==> config.mk <==
export PLATFORM = sky130hd
export DESIGN_NAME = easing_curve_polynomial_bounce_core
export DESIGN_NICKNAME = d
export VERILOG_FILES = /design/src/ecpb_pkg.sv /design/src/easing_curve_polynomial_bounce_core.sv /design/src/ecpb_prep.sv /design/src/ecpb_pow_cell.sv /design/src/ecpb_bounce.sv /design/src/ecpb_finish.sv
export SDC_FILE = /design/constraint.sdc
export NUM_CORES = 2
export LEC_CHECK = 0
export ABC_AREA = 1
export BUFFER_PORTS_ARGS = -buffer_cell sky130_fd_sc_hd__buf_2
export CORE_MARGIN = 2
export CORE_UTILIZATION = 68
export CTS_CLUSTER_DIAMETER = 30
export DETAILED_ROUTE_END_ITERATION = 8
export GPL_TIMING_DRIVEN = 0
export PLACE_DENSITY = 0.81
export SLEW_MARGIN = 20
export SYNTH_ARGS = -nofsm -noshare
export SYNTH_HDL_FRONTEND = slang
export SYNTH_SLANG_ARGS = --single-unit
==> constraint.sdc <==
create_clock -name clk_i -period 17.2 [get_ports clk_i]
set_input_delay 1.72 -clock clk_i [delete_from_list [all_inputs] [get_ports clk_i]]
set_output_delay 1.72 -clock clk_i [all_outputs]
set_load 0.05 [all_outputs]
==> src/ecpb_pkg.sv <==
// ----------------------------------------------------------------------------
// ecpb_pkg
// Shared constants, types and curve decode for the easing curve core.
// ----------------------------------------------------------------------------
package ecpb_pkg;

  // default fraction width, unsigned Q1.15
  localparam int unsigned ECPB_FRAC_BITS = 15;

  // fixed port widths
  localparam int unsigned PROG_W  = 16;
  localparam int unsigned EASED_W = 16;
  localparam int unsigned CURVE_W = 4;

  // multiply cells in the chain: quintic needs four products
  localparam int unsigned N_CELLS = 4;

  // curve select codes
  localparam logic [CURVE_W-1:0] CURVE_LINEAR       = 4'd0;
  localparam logic [CURVE_W-1:0] CURVE_QUAD_IN      = 4'd1;
  localparam logic [CURVE_W-1:0] CURVE_QUAD_OUT     = 4'd2;
  localparam logic [CURVE_W-1:0] CURVE_QUAD_INOUT   = 4'd3;
  localparam logic [CURVE_W-1:0] CURVE_CUBIC_IN     = 4'd4;
  localparam logic [CURVE_W-1:0] CURVE_CUBIC_OUT    = 4'd5;
  localparam logic [CURVE_W-1:0] CURVE_CUBIC_INOUT  = 4'd6;
  localparam logic [CURVE_W-1:0] CURVE_QUART_IN     = 4'd7;
  localparam logic [CURVE_W-1:0] CURVE_QUART_OUT    = 4'd8;
  localparam logic [CURVE_W-1:0] CURVE_QUART_INOUT  = 4'd9;
  localparam logic [CURVE_W-1:0] CURVE_QUINT_IN     = 4'd10;
  localparam logic [CURVE_W-1:0] CURVE_QUINT_OUT    = 4'd11;
  localparam logic [CURVE_W-1:0] CURVE_QUINT_INOUT  = 4'd12;
  localparam logic [CURVE_W-1:0] CURVE_BOUNCE_IN    = 4'd13;
  localparam logic [CURVE_W-1:0] CURVE_BOUNCE_OUT   = 4'd14;
  localparam logic [CURVE_W-1:0] CURVE_BOUNCE_INOUT = 4'd15;

  typedef enum logic [2:0] {
    FORM_LINEAR,
    FORM_IN,
    FORM_OUT,
    FORM_INOUT,
    FORM_BNC_IN,
    FORM_BNC_OUT,
    FORM_BNC_INOUT
  } form_e;

  // control carried alongside each item down the chain
  typedef struct packed {
    form_e      form;
    logic       low_half;   // t below one half
    logic [2:0] mul_left;   // products still to form
    logic [2:0] scale_sh;   // in-out scale, log2
  } tag_t;

  function automatic tag_t curve_decode(input logic [CURVE_W-1:0] sel,
                                        input logic low_half);
    tag_t tag;
    tag.low_half = low_half;
    case (sel)
      CURVE_LINEAR: tag.form = FORM_LINEAR;
      CURVE_QUAD_IN, CURVE_CUBIC_IN, CURVE_QUART_IN, CURVE_QUINT_IN:
        tag.form = FORM_IN;
      CURVE_QUAD_OUT, CURVE_CUBIC_OUT, CURVE_QUART_OUT, CURVE_QUINT_OUT:
        tag.form = FORM_OUT;
      CURVE_QUAD_INOUT, CURVE_CUBIC_INOUT, CURVE_QUART_INOUT, CURVE_QUINT_INOUT:
        tag.form = FORM_INOUT;
      CURVE_BOUNCE_IN:  tag.form = FORM_BNC_IN;
      CURVE_BOUNCE_OUT: tag.form = FORM_BNC_OUT;
      default:          tag.form = FORM_BNC_INOUT;
    endcase
    case (sel)
      CURVE_LINEAR: tag.mul_left = 3'd0;
      CURVE_QUAD_IN, CURVE_QUAD_OUT, CURVE_QUAD_INOUT: tag.mul_left = 3'd1;
      CURVE_CUBIC_IN, CURVE_CUBIC_OUT, CURVE_CUBIC_INOUT: tag.mul_left = 3'd2;
      CURVE_QUART_IN, CURVE_QUART_OUT, CURVE_QUART_INOUT: tag.mul_left = 3'd3;
      CURVE_QUINT_IN, CURVE_QUINT_OUT, CURVE_QUINT_INOUT: tag.mul_left = 3'd4;
      default: tag.mul_left = 3'd1;  // bounce: square only
    endcase
    tag.scale_sh = tag.mul_left;
    return tag;
  endfunction

endpackage

==> src/easing_curve_polynomial_bounce_core.sv <==
// ----------------------------------------------------------------------------
// easing_curve_polynomial_bounce_core
// Easing curve evaluator: linear, polynomial and bounce curves in Q1.15.
// ----------------------------------------------------------------------------
// Takes one progress item per clock while the output is drained and returns
// its eased value through a front stage, a chain of four multiply cells, a
// bounce coefficient stage and an output register. Each cell forms one
// rounded product, so the chain of cells sets the latency. Stages hold their
// item while the next one is full, so the input stalls only when every stage
// up to the front is occupied. Progress above one is clamped to one and the
// result is saturated to 0..one. The curve is picked by the single config
// register, written through the config channel (always ready); the user
// writes it only while no item is in flight, which the block itself does not
// enforce; items already inside carry their decoded curve with them.
// ----------------------------------------------------------------------------
module easing_curve_polynomial_bounce_core import ecpb_pkg::*; #(
  parameter int unsigned FRAC_BITS = ECPB_FRAC_BITS
) (
  input  logic               clk_i,
  input  logic               rst_ni,
  // config channel
  input  logic               cfg_valid_i,
  output logic               cfg_ready_o,
  input  logic [CURVE_W-1:0] cfg_data_i,
  // input items
  input  logic               in_valid_i,
  output logic               in_stall_o,
  input  logic [PROG_W-1:0]  progress_i,
  // result items
  output logic               out_valid_o,
  input  logic               out_stall_i,
  output logic [EASED_W-1:0] eased_value_o
);

  localparam int unsigned VW = FRAC_BITS + 1;
  localparam int unsigned RW = FRAC_BITS + 6;
  localparam int unsigned CW = FRAC_BITS + 5;

  // curve select register
  logic [CURVE_W-1:0] curve_q;

  // chain links: index 0 is the front stage output, N_CELLS the last cell
  logic          ch_vld [N_CELLS+1];
  logic          ch_rdy [N_CELLS+1];
  logic [VW-1:0] ch_p   [N_CELLS+1];
  logic [VW-1:0] ch_x   [N_CELLS+1];
  tag_t          ch_tag [N_CELLS+1];

  logic          prep_rdy;

  // bounce stage to output stage
  logic          bnc_vld;
  logic          bnc_rdy;
  logic [VW-1:0] bnc_p;
  logic [RW-1:0] bnc_ra;
  logic [RW-1:0] bnc_rb;
  logic [CW-1:0] bnc_c;
  tag_t          bnc_tag;

  logic          fin_rdy;
  logic [VW-1:0] eased;

  // config is taken at any time
  assign cfg_ready_o = 1'b1;

  always_ff @(posedge clk_i or negedge rst_ni) begin
    if (!rst_ni) begin
      curve_q <= CURVE_LINEAR;
    end else if (cfg_valid_i && cfg_ready_o) begin
      curve_q <= cfg_data_i;
    end
  end

  // clamp, base select and curve decode
  ecpb_prep #(.FRAC_BITS(FRAC_BITS)) u_prep (
    .clk_i      (clk_i),
    .rst_ni     (rst_ni),
    .valid_i    (in_valid_i),
    .ready_o    (prep_rdy),
    .curve_i    (curve_q),
    .progress_i (progress_i),
    .valid_o    (ch_vld[0]),
    .ready_i    (ch_rdy[0]),
    .p_o        (ch_p[0]),
    .x_o        (ch_x[0]),
    .tag_o      (ch_tag[0])
  );

  assign in_stall_o = !prep_rdy;

  // power chain, one rounded product per cell
  for (genvar i = 0; i < N_CELLS; i++) begin : g_cell
    ecpb_pow_cell #(.FRAC_BITS(FRAC_BITS)) u_cell (
      .clk_i   (clk_i),
      .rst_ni  (rst_ni),
      .valid_i (ch_vld[i]),
      .ready_o (ch_rdy[i]),
      .p_i     (ch_p[i]),
      .x_i     (ch_x[i]),
      .tag_i   (ch_tag[i]),
      .valid_o (ch_vld[i+1]),
      .ready_i (ch_rdy[i+1]),
      .p_o     (ch_p[i+1]),
      .x_o     (ch_x[i+1]),
      .tag_o   (ch_tag[i+1])
    );
  end

  // bounce segment pick and coefficient products
  ecpb_bounce #(.FRAC_BITS(FRAC_BITS)) u_bounce (
    .clk_i   (clk_i),
    .rst_ni  (rst_ni),
    .valid_i (ch_vld[N_CELLS]),
    .ready_o (ch_rdy[N_CELLS]),
    .p_i     (ch_p[N_CELLS]),
    .x_i     (ch_x[N_CELLS]),
    .tag_i   (ch_tag[N_CELLS]),
    .valid_o (bnc_vld),
    .ready_i (bnc_rdy),
    .p_o     (bnc_p),
    .ra_o    (bnc_ra),
    .rb_o    (bnc_rb),
    .c_o     (bnc_c),
    .tag_o   (bnc_tag)
  );

  // curve form, saturation, output register
  ecpb_finish #(.FRAC_BITS(FRAC_BITS)) u_finish (
    .clk_i   (clk_i),
    .rst_ni  (rst_ni),
    .valid_i (bnc_vld),
    .ready_o (bnc_rdy),
    .p_i     (bnc_p),
    .ra_i    (bnc_ra),
    .rb_i    (bnc_rb),
    .c_i     (bnc_c),
    .tag_i   (bnc_tag),
    .valid_o (out_valid_o),
    .ready_i (fin_rdy),
    .eased_o (eased)
  );

  assign fin_rdy = !out_stall_i;

  // wider formats keep only the low bits
  assign eased_value_o = EASED_W'(eased);

`ifndef SYNTHESIS
  // an empty output register lets every stage move, so input never stalls
  assert property (@(posedge clk_i) disable iff (!rst_ni)
    !out_valid_o |-> !in_stall_o)
    else $error("input stalled with output register empty");

  // a stall at the input means the front stage holds an item
  assert property (@(posedge clk_i) disable iff (!rst_ni)
    in_stall_o |-> ch_vld[0])
    else $error("input stalled with empty front stage");

  // config write lands in the curve register
  assert property (@(posedge clk_i) disable iff (!rst_ni)
    cfg_valid_i && cfg_ready_o |=> curve_q == $past(cfg_data_i))
    else $error("curve select write lost");

  // results never exceed one in the native format
  assert property (@(posedge clk_i) disable iff (!rst_ni)
    out_valid_o |-> (FRAC_BITS > 15) || (32'(eased_value_o) <= (32'd1 << FRAC_BITS)))
    else $error("eased value above one");
`endif

endmodule

==> src/ecpb_prep.sv <==
// ----------------------------------------------------------------------------
// ecpb_prep
// Front stage: clamps progress, picks the base value and decodes the curve.
// ----------------------------------------------------------------------------
module ecpb_prep import ecpb_pkg::*; #(
  parameter int unsigned FRAC_BITS = ECPB_FRAC_BITS
) (
  input  logic                 clk_i,
  input  logic                 rst_ni,
  input  logic                 valid_i,
  output logic                 ready_o,
  input  logic [CURVE_W-1:0]   curve_i,
  input  logic [PROG_W-1:0]    progress_i,
  output logic                 valid_o,
  input  logic                 ready_i,
  output logic [FRAC_BITS:0]   p_o,
  output logic [FRAC_BITS:0]   x_o,
  output tag_t                 tag_o
);

  localparam int unsigned VW = FRAC_BITS + 1;
  localparam int unsigned TW = (VW > PROG_W) ? VW : PROG_W;
  localparam logic [TW-1:0] ONE_T = TW'(64'd1 << FRAC_BITS);
  localparam logic [VW-1:0] ONE_V = VW'(64'd1 << FRAC_BITS);
  localparam logic [VW-1:0] HALF_V = ONE_V >> 1;

  logic [TW-1:0] prog_ext;
  logic [TW-1:0] t_clamp;
  logic [VW-1:0] t;
  logic [VW-1:0] u;
  logic          low_half;
  logic [VW:0]   two_t;
  logic [VW:0]   d_lo;
  logic [VW:0]   d_hi;
  tag_t          tag;
  logic [VW-1:0] x_sel;

  logic          vld_q;
  logic [VW-1:0] x_q;
  tag_t          tag_q;

  always_comb begin
    prog_ext = TW'(progress_i);
    t_clamp  = (prog_ext > ONE_T) ? ONE_T : prog_ext;
    t        = VW'(t_clamp);
    u        = ONE_V - t;
    low_half = (t < HALF_V);
    two_t    = {t, 1'b0};
    d_lo     = {1'b0, ONE_V} - two_t;
    d_hi     = two_t - {1'b0, ONE_V};
    tag      = curve_decode(curve_i, low_half);
    case (tag.form)
      FORM_OUT, FORM_BNC_IN: x_sel = u;
      FORM_INOUT:            x_sel = low_half ? t : u;
      FORM_BNC_INOUT:        x_sel = low_half ? VW'(d_lo) : VW'(d_hi);
      default:               x_sel = t;
    endcase
  end

  assign ready_o = !vld_q || ready_i;

  always_ff @(posedge clk_i or negedge rst_ni) begin
    if (!rst_ni) begin
      vld_q <= 1'b0;
    end else if (ready_o) begin
      vld_q <= valid_i;
    end
  end

  always_ff @(posedge clk_i) begin
    if (ready_o && valid_i) begin
      x_q   <= x_sel;
      tag_q <= tag;
    end
  end

  assign valid_o = vld_q;
  assign p_o     = x_q;
  assign x_o     = x_q;
  assign tag_o   = tag_q;

endmodule

==> src/ecpb_pow_cell.sv <==
// ----------------------------------------------------------------------------
// ecpb_pow_cell
// Power chain link: multiplies the running product by the base or passes it.
// ----------------------------------------------------------------------------
module ecpb_pow_cell import ecpb_pkg::*; #(
  parameter int unsigned FRAC_BITS = ECPB_FRAC_BITS
) (
  input  logic               clk_i,
  input  logic               rst_ni,
  input  logic               valid_i,
  output logic               ready_o,
  input  logic [FRAC_BITS:0] p_i,
  input  logic [FRAC_BITS:0] x_i,
  input  tag_t               tag_i,
  output logic               valid_o,
  input  logic               ready_i,
  output logic [FRAC_BITS:0] p_o,
  output logic [FRAC_BITS:0] x_o,
  output tag_t               tag_o
);

  localparam int unsigned VW = FRAC_BITS + 1;
  localparam logic [2*VW-1:0] RND = (2*VW)'(64'd1 << (FRAC_BITS - 1));

  logic [2*VW-1:0] prod;
  logic [2*VW-1:0] prod_r;
  logic [VW-1:0]   p_d;
  tag_t            tag_d;

  logic            vld_q;
  logic [VW-1:0]   p_q;
  logic [VW-1:0]   x_q;
  tag_t            tag_q;

  always_comb begin
    prod   = (2*VW)'(p_i) * (2*VW)'(x_i);
    prod_r = prod + RND;
    tag_d  = tag_i;
    if (tag_i.mul_left != 3'd0) begin
      p_d            = prod_r[FRAC_BITS +: VW];
      tag_d.mul_left = tag_i.mul_left - 3'd1;
    end else begin
      p_d = p_i;
    end
  end

  assign ready_o = !vld_q || ready_i;

  always_ff @(posedge clk_i or negedge rst_ni) begin
    if (!rst_ni) begin
      vld_q <= 1'b0;
    end else if (ready_o) begin
      vld_q <= valid_i;
    end
  end

  always_ff @(posedge clk_i) begin
    if (ready_o && valid_i) begin
      p_q   <= p_d;
      x_q   <= x_i;
      tag_q <= tag_d;
    end
  end

  assign valid_o = vld_q;
  assign p_o     = p_q;
  assign x_o     = x_q;
  assign tag_o   = tag_q;

endmodule

==> src/ecpb_bounce.sv <==
// ----------------------------------------------------------------------------
// ecpb_bounce
// Bounce stage: picks the segment and forms the two coefficient products.
// ----------------------------------------------------------------------------
module ecpb_bounce import ecpb_pkg::*; #(
  parameter int unsigned FRAC_BITS = ECPB_FRAC_BITS
) (
  input  logic                 clk_i,
  input  logic                 rst_ni,
  input  logic                 valid_i,
  output logic                 ready_o,
  input  logic [FRAC_BITS:0]   p_i,
  input  logic [FRAC_BITS:0]   x_i,
  input  tag_t                 tag_i,
  output logic                 valid_o,
  input  logic                 ready_i,
  output logic [FRAC_BITS:0]   p_o,
  output logic [FRAC_BITS+5:0] ra_o,
  output logic [FRAC_BITS+5:0] rb_o,
  output logic [FRAC_BITS+4:0] c_o,
  output tag_t                 tag_o
);

  localparam int unsigned VW = FRAC_BITS + 1;
  localparam int unsigned CW = FRAC_BITS + 5;
  localparam int unsigned PW = CW + VW;
  localparam int unsigned RW = CW + 1;
  localparam int unsigned XW = VW + 4;

  // coefficients, round(c * one) half up
  localparam logic [63:0] K1A_L = ((64'd121   << FRAC_BITS) + 64'd8)   / 64'd16;
  localparam logic [63:0] K2A_L = ((64'd363   << FRAC_BITS) + 64'd20)  / 64'd40;
  localparam logic [63:0] K2B_L = ((64'd99    << FRAC_BITS) + 64'd5)   / 64'd10;
  localparam logic [63:0] K2C_L = ((64'd17    << FRAC_BITS) + 64'd2)   / 64'd5;
  localparam logic [63:0] K3A_L = ((64'd4356  << FRAC_BITS) + 64'd180) / 64'd361;
  localparam logic [63:0] K3B_L = ((64'd35442 << FRAC_BITS) + 64'd902) / 64'd1805;
  localparam logic [63:0] K3C_L = ((64'd16061 << FRAC_BITS) + 64'd902) / 64'd1805;
  localparam logic [63:0] K4A_L = ((64'd54    << FRAC_BITS) + 64'd2)   / 64'd5;
  localparam logic [63:0] K4B_L = ((64'd513   << FRAC_BITS) + 64'd12)  / 64'd25;
  localparam logic [63:0] K4C_L = ((64'd268   << FRAC_BITS) + 64'd12)  / 64'd25;

  localparam logic [XW-1:0] BRK4 = XW'(64'd4 << FRAC_BITS);
  localparam logic [XW-1:0] BRK8 = XW'(64'd8 << FRAC_BITS);
  localparam logic [XW-1:0] BRK9 = XW'(64'd9 << FRAC_BITS);
  localparam logic [PW-1:0] RND  = PW'(64'd1 << (FRAC_BITS - 1));

  logic [XW-1:0] x_ext;
  logic [XW-1:0] x11;
  logic [XW-1:0] x10;
  logic [CW-1:0] ka;
  logic [CW-1:0] kb;
  logic [CW-1:0] kc;
  logic [PW-1:0] prod_a;
  logic [PW-1:0] prod_b;
  logic [PW-1:0] rnd_a;
  logic [PW-1:0] rnd_b;

  logic          vld_q;
  logic [VW-1:0] p_q;
  logic [RW-1:0] ra_q;
  logic [RW-1:0] rb_q;
  logic [CW-1:0] c_q;
  tag_t          tag_q;

  always_comb begin
    x_ext = XW'(x_i);
    x11   = (x_ext << 3) + (x_ext << 1) + x_ext;
    x10   = (x_ext << 3) + (x_ext << 1);
    if (x11 < BRK4) begin
      ka = CW'(K1A_L);
      kb = '0;
      kc = '0;
    end else if (x11 < BRK8) begin
      ka = CW'(K2A_L);
      kb = CW'(K2B_L);
      kc = CW'(K2C_L);
    end else if (x10 < BRK9) begin
      ka = CW'(K3A_L);
      kb = CW'(K3B_L);
      kc = CW'(K3C_L);
    end else begin
      ka = CW'(K4A_L);
      kb = CW'(K4B_L);
      kc = CW'(K4C_L);
    end
    // p carries x*x on the bounce curves
    prod_a = PW'(ka) * PW'(p_i);
    prod_b = PW'(kb) * PW'(x_i);
    rnd_a  = prod_a + RND;
    rnd_b  = prod_b + RND;
  end

  assign ready_o = !vld_q || ready_i;

  always_ff @(posedge clk_i or negedge rst_ni) begin
    if (!rst_ni) begin
      vld_q <= 1'b0;
    end else if (ready_o) begin
      vld_q <= valid_i;
    end
  end

  always_ff @(posedge clk_i) begin
    if (ready_o && valid_i) begin
      p_q   <= p_i;
      ra_q  <= rnd_a[FRAC_BITS +: RW];
      rb_q  <= rnd_b[FRAC_BITS +: RW];
      c_q   <= kc;
      tag_q <= tag_i;
    end
  end

  assign valid_o = vld_q;
  assign p_o     = p_q;
  assign ra_o    = ra_q;
  assign rb_o    = rb_q;
  assign c_o     = c_q;
  assign tag_o   = tag_q;

endmodule

==> src/ecpb_finish.sv <==
// ----------------------------------------------------------------------------
// ecpb_finish
// Output stage: applies the curve form, saturates and holds the result.
// ----------------------------------------------------------------------------
module ecpb_finish import ecpb_pkg::*; #(
  parameter int unsigned FRAC_BITS = ECPB_FRAC_BITS
) (
  input  logic                 clk_i,
  input  logic                 rst_ni,
  input  logic                 valid_i,
  output logic                 ready_o,
  input  logic [FRAC_BITS:0]   p_i,
  input  logic [FRAC_BITS+5:0] ra_i,
  input  logic [FRAC_BITS+5:0] rb_i,
  input  logic [FRAC_BITS+4:0] c_i,
  input  tag_t                 tag_i,
  output logic                 valid_o,
  input  logic                 ready_i,
  output logic [FRAC_BITS:0]   eased_o
);

  localparam int unsigned VW = FRAC_BITS + 1;
  localparam int unsigned RW = FRAC_BITS + 6;
  localparam int unsigned SW = RW + 2;
  localparam int unsigned EW = VW + 4;
  localparam logic [VW-1:0] ONE_V  = VW'(64'd1 << FRAC_BITS);
  localparam logic [VW-1:0] HALF_V = ONE_V >> 1;
  localparam logic [EW-1:0] ONE_E  = EW'(ONE_V);

  logic signed [SW-1:0] v;
  logic [VW-1:0]        bo;
  logic [EW-1:0]        scaled;
  logic [VW-1:0]        io_lo;
  logic [VW-1:0]        io_hi;
  logic [VW:0]          bi_lo;
  logic [VW:0]          bi_hi;
  logic [VW-1:0]        res;

  logic                 vld_q;
  logic [VW-1:0]        eased_q;

  always_comb begin
    // bounce out: a*x^2 - b*x + c, clipped to [0, one]
    v = $signed(SW'(ra_i)) - $signed(SW'(rb_i)) + $signed(SW'(c_i));
    if (v < 0) begin
      bo = '0;
    end else if (v > $signed(SW'(ONE_V))) begin
      bo = ONE_V;
    end else begin
      bo = VW'(v);
    end
    scaled = EW'(p_i) << tag_i.scale_sh;
    io_lo  = (scaled > ONE_E) ? ONE_V : VW'(scaled);
    io_hi  = (scaled > ONE_E) ? '0 : VW'(ONE_E - scaled);
    bi_lo  = ({1'b0, ONE_V} - {1'b0, bo} + (VW+1)'(1)) >> 1;
    bi_hi  = (({1'b0, bo} + (VW+1)'(1)) >> 1) + {1'b0, HALF_V};
    case (tag_i.form)
      FORM_OUT:       res = ONE_V - p_i;
      FORM_INOUT:     res = tag_i.low_half ? io_lo : io_hi;
      FORM_BNC_IN:    res = ONE_V - bo;
      FORM_BNC_OUT:   res = bo;
      FORM_BNC_INOUT: res = tag_i.low_half ? VW'(bi_lo) : VW'(bi_hi);
      default:        res = p_i;
    endcase
  end

  assign ready_o = !vld_q || ready_i;

  always_ff @(posedge clk_i or negedge rst_ni) begin
    if (!rst_ni) begin
      vld_q <= 1'b0;
    end else if (ready_o) begin
      vld_q <= valid_i;
    end
  end

  always_ff @(posedge clk_i) begin
    if (ready_o && valid_i) begin
      eased_q <= res;
    end
  end

  assign valid_o = vld_q;
  assign eased_o = eased_q;

endmodule
# --- After elaboration in Yosys (flattened, before gate mapping) ---
# Memories as Yosys holds them, arrays and structs flattened. A register that Yosys moved wholly into a read port is not among the register bits.
# Index checks and enable logic that the tools add are counted.
# Widths: inputs -> output; s select.
word_totals:
  register_bits: 297
  latchBits: 0
  mem_bits_rw: 0
  mem_bits_ro: 96
  in_bits: 25
  output_inout_bits: 19
  mem_count: 2
classes:
  n_addsub: 23
  mul: 6
  div_mod_pow: 0
  n_lt_le_gt_ge: 8
  n_eq_ne: 9
  n_shift: 1
  n_mux: 26
  n_bitwise: 0
  n_reduce_logical: 29
memory_table:
  columns: ["memory", "depth", "width", "rd", "rd_clocked_by_memory_dff", "wr", "line_no", "text"]
  rows:
  - ["(no name shown)", 16, 3, 1, 0, 0, "ecpb_pkg.sv:58", "case (sel)"]
  - ["(no name shown)", 16, 3, 1, 1, 0, "ecpb_pkg.sv:70", "case (sel)"]
ops:
  columns: ["cell", "count"]
  rows:
  - ["$mux 16", 13]
  - ["$add 31x15->31 const B", 4]
  - ["$mul 16x16->31", 4]
  - ["$pmux 16 s5", 1]
  - ["$sub 16x16->16 const A", 5]
  - ["$add 36x15->36 const B", 2]
  - ["$mul 20x16->36", 2]
  - ["$mux 18", 3]
  - ["$pmux 16 s3", 1]
  - ["$lt 20x19->1 const B", 2]
  - ["$mux 20", 2]
  - ["$mux 17", 2]
  - ["$add 22x21->23", 1]
  - ["$gt 23x17->1 const B", 1]
  - ["$lt 23x1->1 const B", 1]
  - ["$sub 21x21->22", 1]
  - ["$add 19x17->20", 1]
  - ["$add 20x16->20", 1]
  - ["$gt 20x16->1 const B", 1]
  - ["$lt 20x18->1 const B", 1]
  - ["$shl 16x3->20", 1]
  - ["$mux 19", 1]
  - ["$add 16x1->17 const B", 1]
  - ["$add 17x1->17 const B", 1]
  - ["other kinds (14)", 49]

# --- Logic depth before layout (Yosys ltp) ---
depth:
  ltp_word: 9
  mapped_depth: 48

# --- By module ---
# Synthesis repeated with hierarchy kept, for this count alone.
unflattened:
  cells_unflattened: 9769
  hier_area_um2: 74068.5
modules_own_cells:
  columns: ["module", "instances", "cells_per_inst", "area_per_inst_um2", "seq_area_each_um2"]
  rows:
  - ["ecpb_bounce", 1, 2553, 21846.0, 2277.2]
  - ["ecpb_pow_cell at g_cell[2].u_cell ...", 2, 1444, 10870.4, 1286.2]
  - ["ecpb_pow_cell at g_cell[0].u_cell ...", 2, 1437, 10840.4, 1286.2]
  - ["ecpb_finish", 1, 1120, 6448.7, 505.5]
  - ["ecpb_prep", 1, 313, 2184.6, 715.7]
  - ["easing_curve_polynomial_bounce_core", 1, 21, 167.7, 100.1]

# --- Least setup slack after synthesis ---
# Ideal clock, no wire load.
synth_timing:
  path_kind: "reg-to-reg"
  startpoint: "register g_cell[3].u_cell.x_q[2]"
  endpoint: "register u_bounce.ra_q[15] (netlist: u_bounce.ra_o[15]) (data pin)"
  setup_ns: 0.259
  arrival_time_ns: 8.168
  required_time_ns: 16.941
  path_slack_ns: 8.773
  stages_incl_launch_ff: 45
  path_buffers: 1
  cell_sequence: "edfxtp_1 ha_1 inv_1 fa_1 o21ai_1 a21oi_1 o21bai_2 nand3_1 nand2_1 xor2_1 ha_1 nand2_1 nor2_1 a2111oi_0 a21oi_1 nor2_1 inv_1 a21oi_1 (+9 left out) inv_1 fa_1 inv_1 fa_1 fa_1 inv_1 fa_1 inv_1 ha_1 a21oi_1 inv_1 a31oi_1 o21ai_0 a21oi_1 nand2_1 nand3_1 nand2_1 xor2_1"
synth_between:
  elab_chain_cells: 7
synth_lines:
  columns: ["element", "line_no", "text"]
  rows:
  - ["start: declaration", "ecpb_pow_cell.sv:32", "logic [VW-1:0] x_q;"]
  - ["start signal: assignment", "ecpb_pow_cell.sv:60", "x_q <= x_i;"]
  - ["$add 19x17->20", "ecpb_bounce.sv:67, ecpb_bounce.sv:68", null]
  - ["$add 20x16->20 / $lt 20x19->1 (equally long branches)", "ecpb_bounce.sv:67, ecpb_bounce.sv:77", null]
  - ["$lt 20x19->1 / $mux 18 (equally long branches)", "ecpb_bounce.sv:73, ecpb_bounce.sv:77", null]
  - ["$mux 18", "ecpb_bounce.sv:73", "end else if (x11 < BRK8) begin"]
  - ["$mux 19 (*)", "ecpb_bounce.sv:69", "if (x11 < BRK4) begin"]
  - ["$mul 20x16->36 (*)", "ecpb_bounce.sv:87", "prod_a = PW'(ka) * PW'(p_i);"]
  - ["$add 36x15->36 (*)", "ecpb_bounce.sv:89", "rnd_a = prod_a + RND;"]
  - ["named net u_bounce.rnd_a[30]", "ecpb_bounce.sv:55", "logic [PW-1:0] rnd_a;"]
  - ["end signal: assignment", "ecpb_bounce.sv:106", "ra_q <= rnd_a[FRAC_BITS +: RW];"]
  - ["end: declaration", "ecpb_bounce.sv:60", "logic [RW-1:0] ra_q;"]
# The timed path passes the listed nets; every way through them passes the cells marked *.
# A chain may end at the register's enable or synchronous reset.

# --- Worst setup path after layout ---
layout_timing:
  startpoint: "register g_cell[3].u_cell.x_q[0]"
  endpoint: "register u_bounce.rb_q[13] (netlist: u_bounce.rb_o[13]) (data pin)"
layout_between:
  elab_chain_cells: 7
layout_lines:
  columns: ["element", "line_no", "text"]
  rows:
  - ["$add 19x17->20", "ecpb_bounce.sv:67, ecpb_bounce.sv:68", null]
  - ["$add 20x16->20 / $lt 20x19->1 (equally long branches)", "ecpb_bounce.sv:67, ecpb_bounce.sv:77", null]
  - ["$lt 20x19->1 / $mux 18 (equally long branches)", "ecpb_bounce.sv:73, ecpb_bounce.sv:77", null]
  - ["$mux 20", "ecpb_bounce.sv:73", null]
  - ["$mux 20", "ecpb_bounce.sv:69", null]
  - ["$mul 20x16->36 (*)", "ecpb_bounce.sv:88", "prod_b = PW'(kb) * PW'(x_i);"]
  - ["$add 36x15->36 (*)", "ecpb_bounce.sv:90", "rnd_b = prod_b + RND;"]
  - ["named net u_bounce.rnd_b[28]", "ecpb_bounce.sv:56", "logic [PW-1:0] rnd_b;"]
  - ["end signal: assignment", "ecpb_bounce.sv:107", "rb_q <= rnd_b[FRAC_BITS +: RW];"]
  - ["end: declaration", "ecpb_bounce.sv:61", "logic [RW-1:0] rb_q;"]
# Marked as above.

==> flow_summary.toml <==
[floorplan]
std_cell_rows = 115
die_x_microns = 319
coreArea_sq_um = 98400
fp.dieH_microns = 319
pin_count = 44
dieArea_sq_um = 102000
initial_core_util_pct = 68.6

[final_layout]
final_common_cell = "inv_1"
nFillCells = 7704
regArea_sq_um = 8560
antenna_cells = 0
design_area_sq_um = 71600
areaGrowthSynthToFinish_pct = 6.07
drive_gt1_share_pct = 3.12
final_cell_mix = "inv_1 (2346), nand2_1 (1822), fa_1 (1164), ha_1 (788), nor2_1 (403)"
multiInputGateArea_sq_um = 49000
layout.nets = 10400

[cts]
cts_sinks = 287
cts_max_level = 2
clkTransAtPathRegs_ps = 50
cts_buffer_depth = 3
tritoncts = "done"
ctsHoldBuffers = 0
clkLatencyLatePin_ps = 670
cts_resized = 0
numCtsBuffers = 60
root_buffer = "clkbuf_16"
post_cts_buffers = 0

[placed_design]
place_area_sq_um = 69400
portBuffers = 42
gp_congestion = 1.00
dpl.hpwl_mm = 160

[route]
post-route-drc-count = 0
drt_wl_total_mm = 189
ant_nets = 0
drt-pass1-iter-count = 8
drt_iter0_drc = 4830
vias = 55000
wl_per_cell_microns = 19.3
viasPerCell = 5.63

[critical_path]
cp-start-kind = "register"
rrSetupSlack_ps = 6400
path_depth = 40
cp_common_cell = "fa_1"
reg2reg_from = "g_cell[3].u_cell.x_o[0]"
crit_end = "u_bounce.rb_o[13]"
crit_path_top_delay_cell = "clkbuf_1"
cp.arrival_ps = 11240
reg2reg_to = "u_bounce.rb_o[13]"
crit_type = "register to register"
reg2reg_depth = 40
crit_required_ps = 17630
cp_top_family = "adder cells"
cp_max_fo = 10
cp.buffers_inverters = 8
slowest_delay_ps = 670
startpoint = "g_cell[3].u_cell.x_o[0]"
end_kind = "register"

[global_route]
grt_start_max_net_pins = 55
grt_first_pass_wirelength_mm = 300
overflow = 0
grt_pass1_vias = 57600
antenna_found_initial = 1
grt_use_total_pct = 38.0

[yosys]
syn_area_per_cell_sq_um = 8.10
synth.distinct_cells = 66
syn_nets = 10300
synth_seq_area_share_pct = 12.7
ys.flop_type = "edfxtp_1"
synth_top_area_cell = "fa_1"
synth_edf_count = 276
netlist_instances = 8329
async_flop_share_pct = 3.83
yosys_register_bits = 287
ys_top_cells_by_area = "fa_1 (35%), ha_1 (15%), inv_1 (13%)"
synthesis.area_sq_um = 67500
ys_warn_count = 0
synth_top_area_share_pct = 34.5

[status]
status = "completed"

[timing]
setup-tns-final_ps = 0
period_needed_ps = 10800
fmax_mhz = 92.6
maxSlewViolCount = 0
finalHoldViolCount = 0
final.setup_skew_ps = 60.5
slew_headroom_pct = 29.3
setup_viol = 0
fin_crit_sh_pct = 62.8
hold_ws_ps = 419
rsz0062_at_grt = "false"
tightest_slew_ps = 1060

[hold_path]
hold_path_class = "register to register"

[flow_run]
maxCapViolations = 0
==> worst register-to-register path: cells and delay by family, from the launching register on <==
family          cells  cell delay, ps
simple gates       14            2450
xor+xnor            2             340
compound gates      6            1170
flops               1             660
fa+ha+maj          10            4260
buf+inv             8            1710
==> layout make-up <==
class | instances | area share, %
Buffer | 283 | 1.53
Clock buffer | 63 | 2.11
Clock inverter | 51 | 0.853
Inverter | 2363 | 12.4
Multi-Input combinational cell | 5396 | 68.4
Sequential cell | 287 | 12.0
Tap cell | 1287 | 2.25
Timing Repair Buffer | 47 | 0.455
==> worst min-delay path by stage <==
stage	start	end	slack (ps)	depth (start not counted)
floorplan	u_prep.tag_o[6]	g_cell[0].u_cell.tag_o[6]	400	0
CTS	g_cell[2].u_cell.tag_o[7]	g_cell[3].u_cell.tag_o[7]	420	0
global placement	u_prep.tag_o[6]	g_cell[0].u_cell.tag_o[6]	400	0
detailed placement	g_cell[2].u_cell.tag_o[6]	g_cell[3].u_cell.tag_o[6]	410	0
global route	g_cell[2].u_cell.tag_o[6]	g_cell[3].u_cell.tag_o[6]	420	0
finish	g_cell[2].u_cell.tag_o[6]	g_cell[3].u_cell.tag_o[6]	420	0
==> synthesized netlist by cell type (all sizes together) (12+ instances only) <==
master  number
a21o        16
a21oi      263
a221oi      12
a31oi       37
buf         23
clkbuf     260
edfxtp     276
fa        1164
ha         788
inv       2357
nand2     1841
nand3      213
nand4       49
nor2       418
nor3        53
nor4        15
o211ai      16
o21a        15
o21ai      226
o21bai      15
o221ai      13
or2         34
xnor2       61
xor2        87
==> per-layer routing <==
layer / part of all wire [%] / GRT usage, %
met4: 6.1 / 20.3
met3: 9.4 / 6.97
met1: 38 / 47.9
met5: 0.0053 / 0
met2: 47 / 62.7
==> flip-flops by register name, indices dropped and copies added (netlist names), 16 cells and up <==
signal	cells
g_cell.u_cell.p_o	64
g_cell.u_cell.x_o	64
g_cell.u_cell.tag_o	37
u_bounce.ra_o	21
u_bounce.rb_o	21
u_bounce.p_o	16
u_finish.eased_o	16
u_prep.p_o	16
==> per-stage QoR <==
step | instances | setup WS [ps] | util [%]
after global routing | 9777 | 5970 | 72.7
final | 9777 | 6400 | 72.7
after global placement | 9658 | 6710 | 70.4
after detailed placement | 9663 | 6550 | 70.6
after floorplan | 8329 | 8770 | -
after CTS | 9777 | 6490 | 72.7
==> kinds of logic (layout without fill, tap and decap cells) <==
family / Yosys count / after routing / synth area share (%)
adders and majority gates: 1952 / 1952 / 49.2
muxes: 9 / 9 / 0.134
AOI/OAI and AO/OA: 650 / 650 / 5.46
and+or+nand+nor: 2636 / 2636 / 15.9
buffers and inverters: 2646 / 2807 / 14.8
other: 1 / 1 / 0.00556
DFF: 287 / 287 / 12.7
xor gates and xnor gates: 148 / 148 / 1.93
Power is not shown: default switching activity piles up to over one toggle a cycle in this logic, so the estimate is an artifact.
